==> config.mk <==
export PLATFORM = sky130hd
export DESIGN_NAME = url_percent_decoder
export DESIGN_NICKNAME = d
export VERILOG_FILES = /design/src/rtl/upd_pkg.sv /design/src/rtl/upd_front.sv /design/src/rtl/upd_fifo.sv /design/src/rtl/upd_back.sv /design/src/rtl/url_percent_decoder.sv
export VERILOG_INCLUDE_DIRS = /design/src /design/src/rtl
export SDC_FILE = /design/constraint.sdc
export NUM_CORES = 1
export LEC_CHECK = 0
export ABC_AREA = 0
export BUFFER_PORTS_ARGS = -buffer_cell sky130_fd_sc_hd__buf_2
export CORE_ASPECT_RATIO = 1.75
export CORE_UTILIZATION = 56
export DETAILED_ROUTE_END_ITERATION = 7
export PLACE_DENSITY = 0.78
export SYNTH_ARGS = -nofsm -noshare
export SYNTH_HDL_FRONTEND = slang
export SYNTH_SLANG_ARGS = --single-unit
==> constraint.sdc <==
create_clock -name clk -period 5.35 [get_ports clk]
set_input_delay 0.535 -clock clk [delete_from_list [all_inputs] [get_ports clk]]
set_output_delay 0.535 -clock clk [all_outputs]
set_load 0.005 [all_outputs]
==> src/rtl/url_percent_decoder_assert.svh <==
// Assertion macros for the URL percent decoder.
`ifndef URL_PERCENT_DECODER_ASSERT_SVH
`define URL_PERCENT_DECODER_ASSERT_SVH

`ifndef SYNTHESIS
`define UPD_ASSERT_IMPLY(lbl, ante, cons, msg) \
	lbl: assert property (@(posedge clk) disable iff (!arst_n) (ante) |-> (cons)) \
		else $error(msg);
`define UPD_ASSERT_NEVER(lbl, expr, msg) \
	lbl: assert property (@(posedge clk) disable iff (!arst_n) !(expr)) \
		else $error(msg);
`else
`define UPD_ASSERT_IMPLY(lbl, ante, cons, msg)
`define UPD_ASSERT_NEVER(lbl, expr, msg)
`endif

`endif

==> src/rtl/upd_pkg.sv <==
// Shared types and constants for the URL percent decoder.
`default_nettype none
package upd_pkg;

	localparam logic [7:0] CH_PERCENT = 8'h25;
	localparam logic [7:0] CH_PLUS    = 8'h2B;
	localparam logic [7:0] CH_SPACE   = 8'h20;

	localparam int FIFO_DEPTH = 4;

	typedef struct packed {
		logic [2:0][7:0] bytes;
		logic [1:0]      cnt;
		logic            last;
	} upd_entry_t;

endpackage
`default_nettype wire

==> src/rtl/upd_front.sv <==
// Front end: escape tracking and expansion of one input byte into a queue entry.
`default_nettype none
module upd_front (
	input  wire logic               clk,
	input  wire logic               arst_n,
	input  wire logic               in_valid,
	output logic                    in_ready,
	input  wire logic [7:0]         in_byte,
	input  wire logic               in_last,
	input  wire logic               q_full,
	output logic                    q_push,
	output upd_pkg::upd_entry_t     q_entry
);
	import upd_pkg::*;

	typedef enum logic [1:0] {PH_IDLE, PH_PCT, PH_DIG} phase_t;

	phase_t     phase_q, phase_d;
	logic [7:0] held_q, held_d;
	upd_entry_t ent;
	logic       accept;

	function automatic logic is_hex(input logic [7:0] b);
		return (b >= 8'h30 && b <= 8'h39) || (b >= 8'h61 && b <= 8'h66) ||
			(b >= 8'h41 && b <= 8'h46);
	endfunction

	function automatic logic [3:0] hex_val(input logic [7:0] b);
		return (b <= 8'h39) ? b[3:0] : b[3:0] + 4'd9;
	endfunction

	function automatic upd_entry_t add(input upd_entry_t e, input logic [7:0] x);
		upd_entry_t r;
		r = e;
		if (r.cnt != 2'd3) begin
			r.bytes[r.cnt] = x;
			r.cnt = r.cnt + 2'd1;
		end
		return r;
	endfunction

	always_comb begin
		ent     = '0;
		phase_d = PH_IDLE;
		held_d  = held_q;
		unique case (phase_q)
			PH_PCT: begin
				if (is_hex(in_byte)) begin
					held_d  = in_byte;
					phase_d = PH_DIG;
				end else begin
					ent = add(ent, CH_PERCENT);
					if (in_byte == CH_PERCENT) phase_d = PH_PCT;
					else ent = add(ent, (in_byte == CH_PLUS) ? CH_SPACE : in_byte);
				end
			end
			PH_DIG: begin
				if (is_hex(in_byte)) begin
					ent = add(ent, {hex_val(held_q), hex_val(in_byte)});
				end else begin
					ent = add(ent, CH_PERCENT);
					ent = add(ent, held_q);
					if (in_byte == CH_PERCENT) phase_d = PH_PCT;
					else ent = add(ent, (in_byte == CH_PLUS) ? CH_SPACE : in_byte);
				end
			end
			default: begin
				if (in_byte == CH_PERCENT) phase_d = PH_PCT;
				else ent = add(ent, (in_byte == CH_PLUS) ? CH_SPACE : in_byte);
			end
		endcase
		if (in_last) begin
			if (phase_d == PH_PCT) begin
				ent = add(ent, CH_PERCENT);
			end else if (phase_d == PH_DIG) begin
				ent = add(ent, CH_PERCENT);
				ent = add(ent, held_d);
			end
			phase_d  = PH_IDLE;
			ent.last = 1'b1;
		end
	end

	assign in_ready = !q_full;
	assign accept   = in_valid && in_ready;
	assign q_push   = accept && (ent.cnt != 2'd0);
	assign q_entry  = ent;

	always_ff @(posedge clk or negedge arst_n) begin
		if (!arst_n) begin
			phase_q <= PH_IDLE;
			held_q  <= '0;
		end else if (accept) begin
			phase_q <= phase_d;
			held_q  <= held_d;
		end
	end

endmodule
`default_nettype wire

==> src/rtl/upd_fifo.sv <==
// Entry queue between front end and back end.
`default_nettype none
module upd_fifo #(
	parameter int Depth = upd_pkg::FIFO_DEPTH
) (
	input  wire logic                clk,
	input  wire logic                arst_n,
	input  wire logic                push,
	input  wire upd_pkg::upd_entry_t wr_entry,
	input  wire logic                pop,
	output upd_pkg::upd_entry_t      head,
	output logic                     full,
	output logic                     empty
);
	import upd_pkg::*;

	localparam int AW = (Depth > 1) ? $clog2(Depth) : 1;
	localparam int CW = $clog2(Depth + 1);

	upd_entry_t    mem_q [Depth];
	logic [AW-1:0] wr_ptr_q, rd_ptr_q;
	logic [CW-1:0] count_q;
	logic          do_push, do_pop;

	assign full    = (count_q == CW'(Depth));
	assign empty   = (count_q == '0);
	assign do_push = push && !full;
	assign do_pop  = pop && !empty;
	assign head    = mem_q[rd_ptr_q];

	always_ff @(posedge clk) begin
		if (do_push) mem_q[wr_ptr_q] <= wr_entry;
	end

	always_ff @(posedge clk or negedge arst_n) begin
		if (!arst_n) begin
			wr_ptr_q <= '0;
			rd_ptr_q <= '0;
			count_q  <= '0;
		end else begin
			if (do_push)
				wr_ptr_q <= (wr_ptr_q == AW'(Depth - 1)) ? '0 : wr_ptr_q + AW'(1);
			if (do_pop)
				rd_ptr_q <= (rd_ptr_q == AW'(Depth - 1)) ? '0 : rd_ptr_q + AW'(1);
			if (do_push && !do_pop) count_q <= count_q + CW'(1);
			else if (do_pop && !do_push) count_q <= count_q - CW'(1);
		end
	end

endmodule
`default_nettype wire

==> src/rtl/upd_back.sv <==
// Back end: serializes queue entries into the registered output stream.
`default_nettype none
module upd_back (
	input  wire logic                clk,
	input  wire logic                arst_n,
	input  wire upd_pkg::upd_entry_t head,
	input  wire logic                empty,
	output logic                     pop,
	output logic                     out_valid,
	input  wire logic                out_ready,
	output logic [7:0]               out_byte,
	output logic                     out_last
);
	import upd_pkg::*;

	logic [1:0] idx_q;
	logic       valid_q;
	logic [7:0] byte_q;
	logic       last_q;
	logic       load;
	logic       end_of_entry;

	assign load         = !empty && (!valid_q || out_ready);
	assign end_of_entry = (idx_q == head.cnt - 2'd1);
	assign pop          = load && end_of_entry;

	always_ff @(posedge clk) begin
		if (load) begin
			byte_q <= head.bytes[idx_q];
			last_q <= head.last && end_of_entry;
		end
	end

	always_ff @(posedge clk or negedge arst_n) begin
		if (!arst_n) begin
			valid_q <= 1'b0;
			idx_q   <= '0;
		end else begin
			if (load) valid_q <= 1'b1;
			else if (out_ready) valid_q <= 1'b0;
			if (load) idx_q <= end_of_entry ? 2'd0 : idx_q + 2'd1;
		end
	end

	assign out_valid = valid_q;
	assign out_byte  = byte_q;
	assign out_last  = last_q;

endmodule
`default_nettype wire

==> src/rtl/url_percent_decoder.sv <==
// Decoded bytes pass through the entry queue and then the output register.
// Throughput: one input byte per cycle, one output byte per cycle while m_tready is high.
// An escape error or end of string can expand one input byte into up to three output bytes;
// the entry queue absorbs these and holds off the input only when it is full.
// Reset: arst_n asynchronously clears escape state, queue pointers and output valid.
`default_nettype none
`include "url_percent_decoder_assert.svh"
module url_percent_decoder #(
	parameter int FifoDepth = upd_pkg::FIFO_DEPTH
) (
	input  wire logic       clk,
	input  wire logic       arst_n,
	input  wire logic       s_tvalid,
	output logic            s_tready,
	input  wire logic [7:0] s_tdata,  // [7:0] in_byte
	input  wire logic       s_tlast,
	output logic            m_tvalid,
	input  wire logic       m_tready,
	output logic [7:0]      m_tdata,  // [7:0] out_byte
	output logic            m_tlast
);
	import upd_pkg::*;

	upd_entry_t push_entry, head;
	logic       push, pop, full, empty;

	upd_front u_front (
		.clk      (clk),
		.arst_n   (arst_n),
		.in_valid (s_tvalid),
		.in_ready (s_tready),
		.in_byte  (s_tdata),
		.in_last  (s_tlast),
		.q_full   (full),
		.q_push   (push),
		.q_entry  (push_entry)
	);

	upd_fifo #(
		.Depth (FifoDepth)
	) u_fifo (
		.clk      (clk),
		.arst_n   (arst_n),
		.push     (push),
		.wr_entry (push_entry),
		.pop      (pop),
		.head     (head),
		.full     (full),
		.empty    (empty)
	);

	upd_back u_back (
		.clk       (clk),
		.arst_n    (arst_n),
		.head      (head),
		.empty     (empty),
		.pop       (pop),
		.out_valid (m_tvalid),
		.out_ready (m_tready),
		.out_byte  (m_tdata),
		.out_last  (m_tlast)
	);

	`UPD_ASSERT_IMPLY(a_push_nonempty, push, push_entry.cnt != 2'd0, "empty entry queued")
	`UPD_ASSERT_IMPLY(a_last_has_byte, s_tvalid && s_tready && s_tlast, push, "end of string lost")
	`UPD_ASSERT_NEVER(a_pop_empty, pop && empty, "pop from empty queue")
	`UPD_ASSERT_IMPLY(a_pop_slot_free, pop, !m_tvalid || m_tready, "pop while output stalled")

endmodule
`default_nettype wire
# Yosys cells after proc, flatten, opt, wreduce, memory -nomap -nowiden
# Memories as Yosys holds them, arrays and structs flattened.
# Cells that the tools add are included.
# op_classes
n_addsub	13
magnitude_cmp	18
eq_ne	15
muxes	57
bitwise	3
n_reduce_logical	29
# ops
cell	count
26-bit two-way mux	10
27-bit two-way mux	7
24-bit bitwise mux	4
8-bit demux with 2-bit select	5
8-bit two-way mux	9
27-bit one-hot mux with 2 select lines	1
10-bit two-way mux	3
2-bit by 3-bit less-than comparator with 1-bit output (second input constant)	6
1-bit logical AND	17
2-bit by 1-bit adder with 2-bit output (second input constant)	8
8-bit binary-select mux with 2-bit select	1
8-bit by 6-bit equality test with 1-bit output (second input constant)	2
8-bit by 7-bit greater-or-equal comparator with 1-bit output (second input constant)	2
8-bit by 6-bit <= comparator with 1-bit output (second input constant)	2
8-bit by 7-bit <= comparator with 1-bit output (second input constant)	2
15-bit AND	1
15-bit inverter	1
2-bit two-way mux	6
11-bit two-way mux	1
2-bit by 1-bit greater-or-equal comparator with 1-bit output (second input constant)	5
2-bit inequality test (second input constant)	5
9-bit OR	1
4-bit adder (second input constant)	2
2-bit equality test (second input constant)	4
15 further kinds	30
# totals
regBits	29
mem_bits_rw	108
in_bits	13
word_cells	145
memories	1
# memory_table
memory	words	word_bits	rd	rd_clocked_by_memory_dff	wr	line_no	source
u_fifo.mem_q	4	27	1	0	1	upd_fifo.sv:20	upd_entry_t mem_q [Depth];

# Logic depth before layout (Yosys ltp)
# logic_depth
word_depth	49
ltp_mapped	14

# Hierarchy
# Synthesis repeated with hierarchy kept, for this count alone.
# hier_totals
hier_cells	420
hier_area_um2	6432.4
# by_module_without_submodules
mod	n_inst	cells_per_inst	area_each_um2	seq_area_each_um2
upd_fifo	1	178	4352.9	3418.3
upd_front	1	186	1456.4	250.2
upd_back	1	56	623.1	345.3

# Worst setup path before layout
# OpenSTA, ideal clock, no wires.
# synth_timing
kind	in2reg
start	input s_tdata[0]
end	memory u_fifo.mem_q[0][0] in the netlist's numbering (enable)
arrival_time_ns	3.861
t_required_ns	4.899
slack_ns	1.038
path_stages	7
n_path_buf	0
cell_sequence	inv_1 > ha_1 > o21bai_1 > a211oi_4 > a31oi_1 > a211oi_2 > nor3b_1
# synth_via
elab_chain_cells	21
word_cells_on_any_way	41
classes_between	2 x add/sub; 6 x order compare; 5 x eq/ne; 20 x mux; 8 x reduce/logical
# synth_rtl
element	line_no	source
start, declared	url_percent_decoder.sv:15	input wire logic [7:0] s_tdata,
8-bit by 6-bit greater-or-equal comparator with 1-bit output, or another cell as far along	upd_front.sv:24	return (b >= 8'h30 && b <= 8'h39) || (b >= 8'h61 && b <= 8'h66) ||
1-bit logical AND	upd_front.sv:24	
1-bit logical OR (2 in a row)	upd_front.sv:24	
27-bit two-way mux, on equally long branches	upd_front.sv:58, upd_front.sv:48	
27-bit one-hot mux with 2 select lines	upd_front.sv:46	unique case (phase_q)
2-bit by 1-bit adder with 2-bit output or 2-bit inequality test (tied branches)	upd_front.sv:37, upd_front.sv:35	
26-bit two-way mux	upd_front.sv:35	if (r.cnt != 2'd3) begin
26-bit two-way mux	upd_front.sv:75	end else if (phase_d == PH_DIG) begin
[4 not listed]	--	
27-bit two-way mux	upd_front.sv:75	
27-bit two-way mux	upd_front.sv:73	if (phase_d == PH_PCT) begin
27-bit two-way mux (*)	upd_front.sv:72	if (in_last) begin
2-bit nonzero test (*)	upd_front.sv:86	assign q_push = accept && (ent.cnt != 2'd0);
1-bit logical AND (*)	upd_front.sv:86	
1-bit logical AND (*)	upd_fifo.sv:27	assign do_push = push && !full;
1-bit two-way mux (*)	upd_fifo.sv:32	if (do_push) mem_q[wr_ptr_q] <= wr_entry;
1-bit two-way mux (implied by the code) (*)	upd_fifo.sv:32	
end, declared	upd_fifo.sv:20	
# Every way passes the cells marked *; elsewhere a longest branch is shown, timed or not. The select of a mux whose other input is x is not followed.

# Worst setup path in the final report
# layout_timing
start	register u_fifo.rd_ptr_q[0]
end	register u_fifo.count_q[2]
# layout_via
elab_chain_cells	8
word_cells_on_any_way	10
classes_between	1 x add/sub; 1 x eq/ne; 1 x mux; 6 x reduce/logical; 1 x memory
# layout_rtl
element	line_no	source
start, declared	upd_fifo.sv:21	logic [AW-1:0] wr_ptr_q, rd_ptr_q;
start signal, assigned	upd_fifo.sv:44	rd_ptr_q <= (rd_ptr_q == AW'(Depth - 1)) ? '0 : rd_ptr_q + AW'(1);
memory 4 x 27 bit (*)	--	
2-bit by 1-bit subtractor with 2-bit output (*)	upd_back.sv:24	assign end_of_entry = (idx_q == head.cnt - 2'd1);
2-bit equality test (*)	upd_back.sv:24	
1-bit logical AND (*)	upd_back.sv:25	assign pop = load && end_of_entry;
1-bit logical AND (*)	upd_fifo.sv:28	assign do_pop = pop && !empty;
1-bit zero test	upd_fifo.sv:45	if (do_push && !do_pop) count_q <= count_q + CW'(1);
1-bit logical AND	upd_fifo.sv:45	
3-bit two-way mux or 2-bit nonzero test (tied branches)	--	
end signal, assigned	upd_fifo.sv:45	
end signal, assigned	upd_fifo.sv:46	else if (do_pop && !do_push) count_q <= count_q - CW'(1);
end, declared	upd_fifo.sv:22	logic [CW-1:0] count_q;
# Every way passes the cells marked *; elsewhere a longest branch is shown, timed or not.
# A chain may end at the register's enable or synchronous reset.

==> summary.md <==
| Metric | Value |
|---|---|
| Row Count | 51 |
| Netlist Area Pre-Place | 6510 um^2 |
| Final slew viol count | 0 |
| CTS buffer count | 17 |
| Worst Tran Pin Value | 982 ps |
| Post-CTS Resized | 0 |
| Post-synth EDFFs | 117 |
| # setup viols final | 0 |
| Synth Flop Type | edfxtp_1 |
| Slowest stage delay, CP | 1010 ps |
| 1st-pass router iterations | 5 |
| GRT Total Usage | 0.243 |
| Num ports | 24 |
| Syn nets | 460 |
| Layout Cells excl Fill | 603 |
| Setup tns final | 0 ps |
| Post-CTS Hold Buffers | 0 |
| Pin count of the biggest net entering global routing | 31 |
| Status | finished, final reports clean |
| Synth top area share | 0.540 |
| VDD IR max | 0.000436 V |
| Crit start category | flip-flop |
| Arrival @ worst endpoint | 3890 ps |
| Antenna-violating nets left | 0 |
| Vias in the first global route | 3,953 |
| WS Path Type | flip-flop to flip-flop |
| Req. time, crit path | 5690 ps |
| Area growth syn-to-layout | 13.2% |
| Largest cells by area after synthesis | edfxtp_1, mux4_2, dfrtp_1 |
| # Post-CTS Setup Buffers | 0 |
| Root buffer cell | clkbuf_16 |
| Crit-path max FO | 30 |
| Maximum operating frequency | 0.282 GHz |
| Leak | 2.66 nW |
| Slew margin rel. | 0.346 |
| H-tree Lvls | 4 |
| Netlist cell types | 72 |
| Final period utilization | 0.664 |
| Cell Chain, Critical Path | mux4_2 > xnor2_1 > mux2i_1 > nor2_1 > inv_1 > ha_1 > inv_1 > fa_1 > xor2_1 > nor2_1 > xor2_1 |
| Fill cell count | 777 |
| Drt drc | 0 |
| Die H | 145 um |
| Initial Util | 0.579 |
| Fin. Hold Viols | 0 |
| IO buf count | 23 |
| Share of cells above drive strength 1 | 0.244 |
| CTS clk-pin slew, worst paths | 60 ps |
| Initial antenna violation count | 0 |
| RD Place Congestion | 1.01 |
| Worst skew pair latency | 410 ps |
| Via-to-Cell Ratio | 6.44 |
| N_diodes | 0 |
| CTS tree | yes |
| Asr flop ratio synth | 0.146 |
| Synth area leader | edfxtp_1 |
| Fin worst setup slack | 1800 ps |
| Post-Syn Instances | 431 |
| Post-synthesis sequential area ratio | 0.617 |
| Gr ovfl total | 0 |
| Worst-case clock skew | 10.2 ps |
| Initial drt markers | 224 |
| Clk sinks | 137 |
| CTS Buffer Depth | 2 |
| Avg WL per Cell | 23.0 um |
| Ys Warns | 0 |
| Total Nets Final | 487 |
| Detailed Place HPWL | 9.27 mm |
| Cells after DPL | 571 |
| Post-place setup slack | 1740 ps |
| Slowest cell on the critical path | dfrtp_2 |
| Syn_area_per_cell | 15.1 um^2 |
| Worst path top cell family by delay | flip-flops |
| Drt total wl | 13.9 mm |
| Crit path buf inv count | 2 |
| RSZ-0062 raised after global routing | false |
| P per Cell Area | 498 nW/um^2 |
| CP endpoint kind | flip-flop |
| Fin crit period | 3550 ps |
| Maxcap violations | 0 |
| First-pass GRT wire length | 21.4 mm |
| Die width | 83.5 um |
| Vias | 3,885 |
| Hold crit path type | input pin to asynchronous set/reset pin |
| Die area | 12,100 um^2 |
| Core ar. | 11,200 um^2 |
| Seq cells post-synth | 137 |
-- report_power, final --
part           internal (W)  switching (W)
Combinational      0.000440       0.000414
Sequential          0.00143       0.000189
Clock              0.000743       0.000457
-- state kept, by name, indices dropped and copies added (netlist names), 2 cells and up --
signal	count
u_back.out_byte	8
u_fifo.count_q	3
u_fifo.wr_ptr_q	2
u_front.held_q	8
u_front.phase_q	2
u_back.idx_q	2
u_fifo.mem_q	108
u_fifo.rd_ptr_q	2
-- logic make-up after synthesis --
family / Yosys count / synth area share
AOI/OAI and AO/OA: 86 / 0.107
xor gates and xnor gates: 8 / 0.0108
adders and majority gates: 16 / 0.0319
buffers and inverters: 45 / 0.0290
DFF: 137 / 0.617
muxes: 45 / 0.122
and+or+nand+nor: 94 / 0.0815
-- layer usage --
metal | part of all wire | vias to the layer above | track usage
met4 | 0.046 | 0 | 0.138
met3 | 0.042 | 44 | 0.0519
met1 | 0.37 | 1950 | 0.261
met2 | 0.54 | 137 | 0.444
li1 | - | 1754 | -
met5 | 0 | - | 0
-- stage by stage --
step                utilization  total power (W)  hold WS, ps  instance area (um^2)
finish                    0.656          0.00367         81.8                  7370
global route              0.656          0.00383          108                  7370
floorplan                     -          0.00224          239                  6510
global placement          0.601          0.00245          468                  6750
detailed placement        0.601          0.00250          478                  6750
CTS                       0.656          0.00371         91.9                  7370
-- layout make-up --
type	count	area [um^2]	area share
sequential	137	4020	0.545
multi-input combinational	249	2320	0.316
clock buffer	17	425	0.0577
clock inverter	15	191	0.0260
tap	132	165	0.0224
timing repair buffer	28	153	0.0207
inverter	25	93.8	0.0127
-- final timing paths --
kind	startpoint	endpoint	slack, ps	cells after the start
setup / recovery	u_fifo.rd_ptr_q[0]$_DFFE_PN0P_	u_fifo.count_q[2]$_DFFE_PN0P_	1800	11
hold / removal	arst_n	u_fifo.rd_ptr_q[0]$_DFFE_PN0P_	80	1
max in group asynchronous	arst_n	u_fifo.rd_ptr_q[0]$_DFFE_PN0P_	4910	1
min in group clk	m_tready	u_back.out_valid$_DFFE_PN0P_	370	4
setup reg to reg	u_fifo.rd_ptr_q[0]$_DFFE_PN0P_	u_fifo.count_q[2]$_DFFE_PN0P_	1800	11
hold reg to reg	u_back.out_valid$_DFFE_PN0P_	u_back.out_valid$_DFFE_PN0P_	490	2
-- cell usage in the layout, fill, tap and decap left out, types with 5 or more instances in the layout --
| cell | count |
|---|---|
| edfxtp_1 | 117 |
| nand2_1 | 28 |
| mux4_2 | 27 |
| inv_1 | 25 |
| buf_2 | 23 |
| dfrtp_1 | 19 |
| clkbuf_16 | 17 |
| ha_1 | 15 |
| o21ai_0 | 14 |
| o22ai_1 | 12 |
| mux2i_1 | 11 |
| nor2_1 | 10 |
| nand3_1 | 10 |
| nor2b_1 | 8 |
| nor3b_2 | 5 |
| and3_1 | 5 |
| a21oi_1 | 5 |
| and2_1 | 5 |
| a22o_1 | 5 |
| mux2_2 | 5 |
| buf_4 | 5 |
-- Yosys cell counts, drive strengths merged, types with 3 or more instances --
cell,number
o22ai,12
nor2b,8
nand2,29
a22o,5
a211o,3
nand2b,4
and2,6
clkbuf,9
nor3,4
nor3b,5
ha,15
o21ai,17
mux4,27
edfxtp,117
dfrtp,20
xnor2,4
a21oi,5
nor2,10
a221oi,3
xor2,4
a21o,4
a211oi,8
mux2,7
buf,11
nand3,10
mux2i,11
inv,25
and3,5
Power figures use the tool's default switching activity.
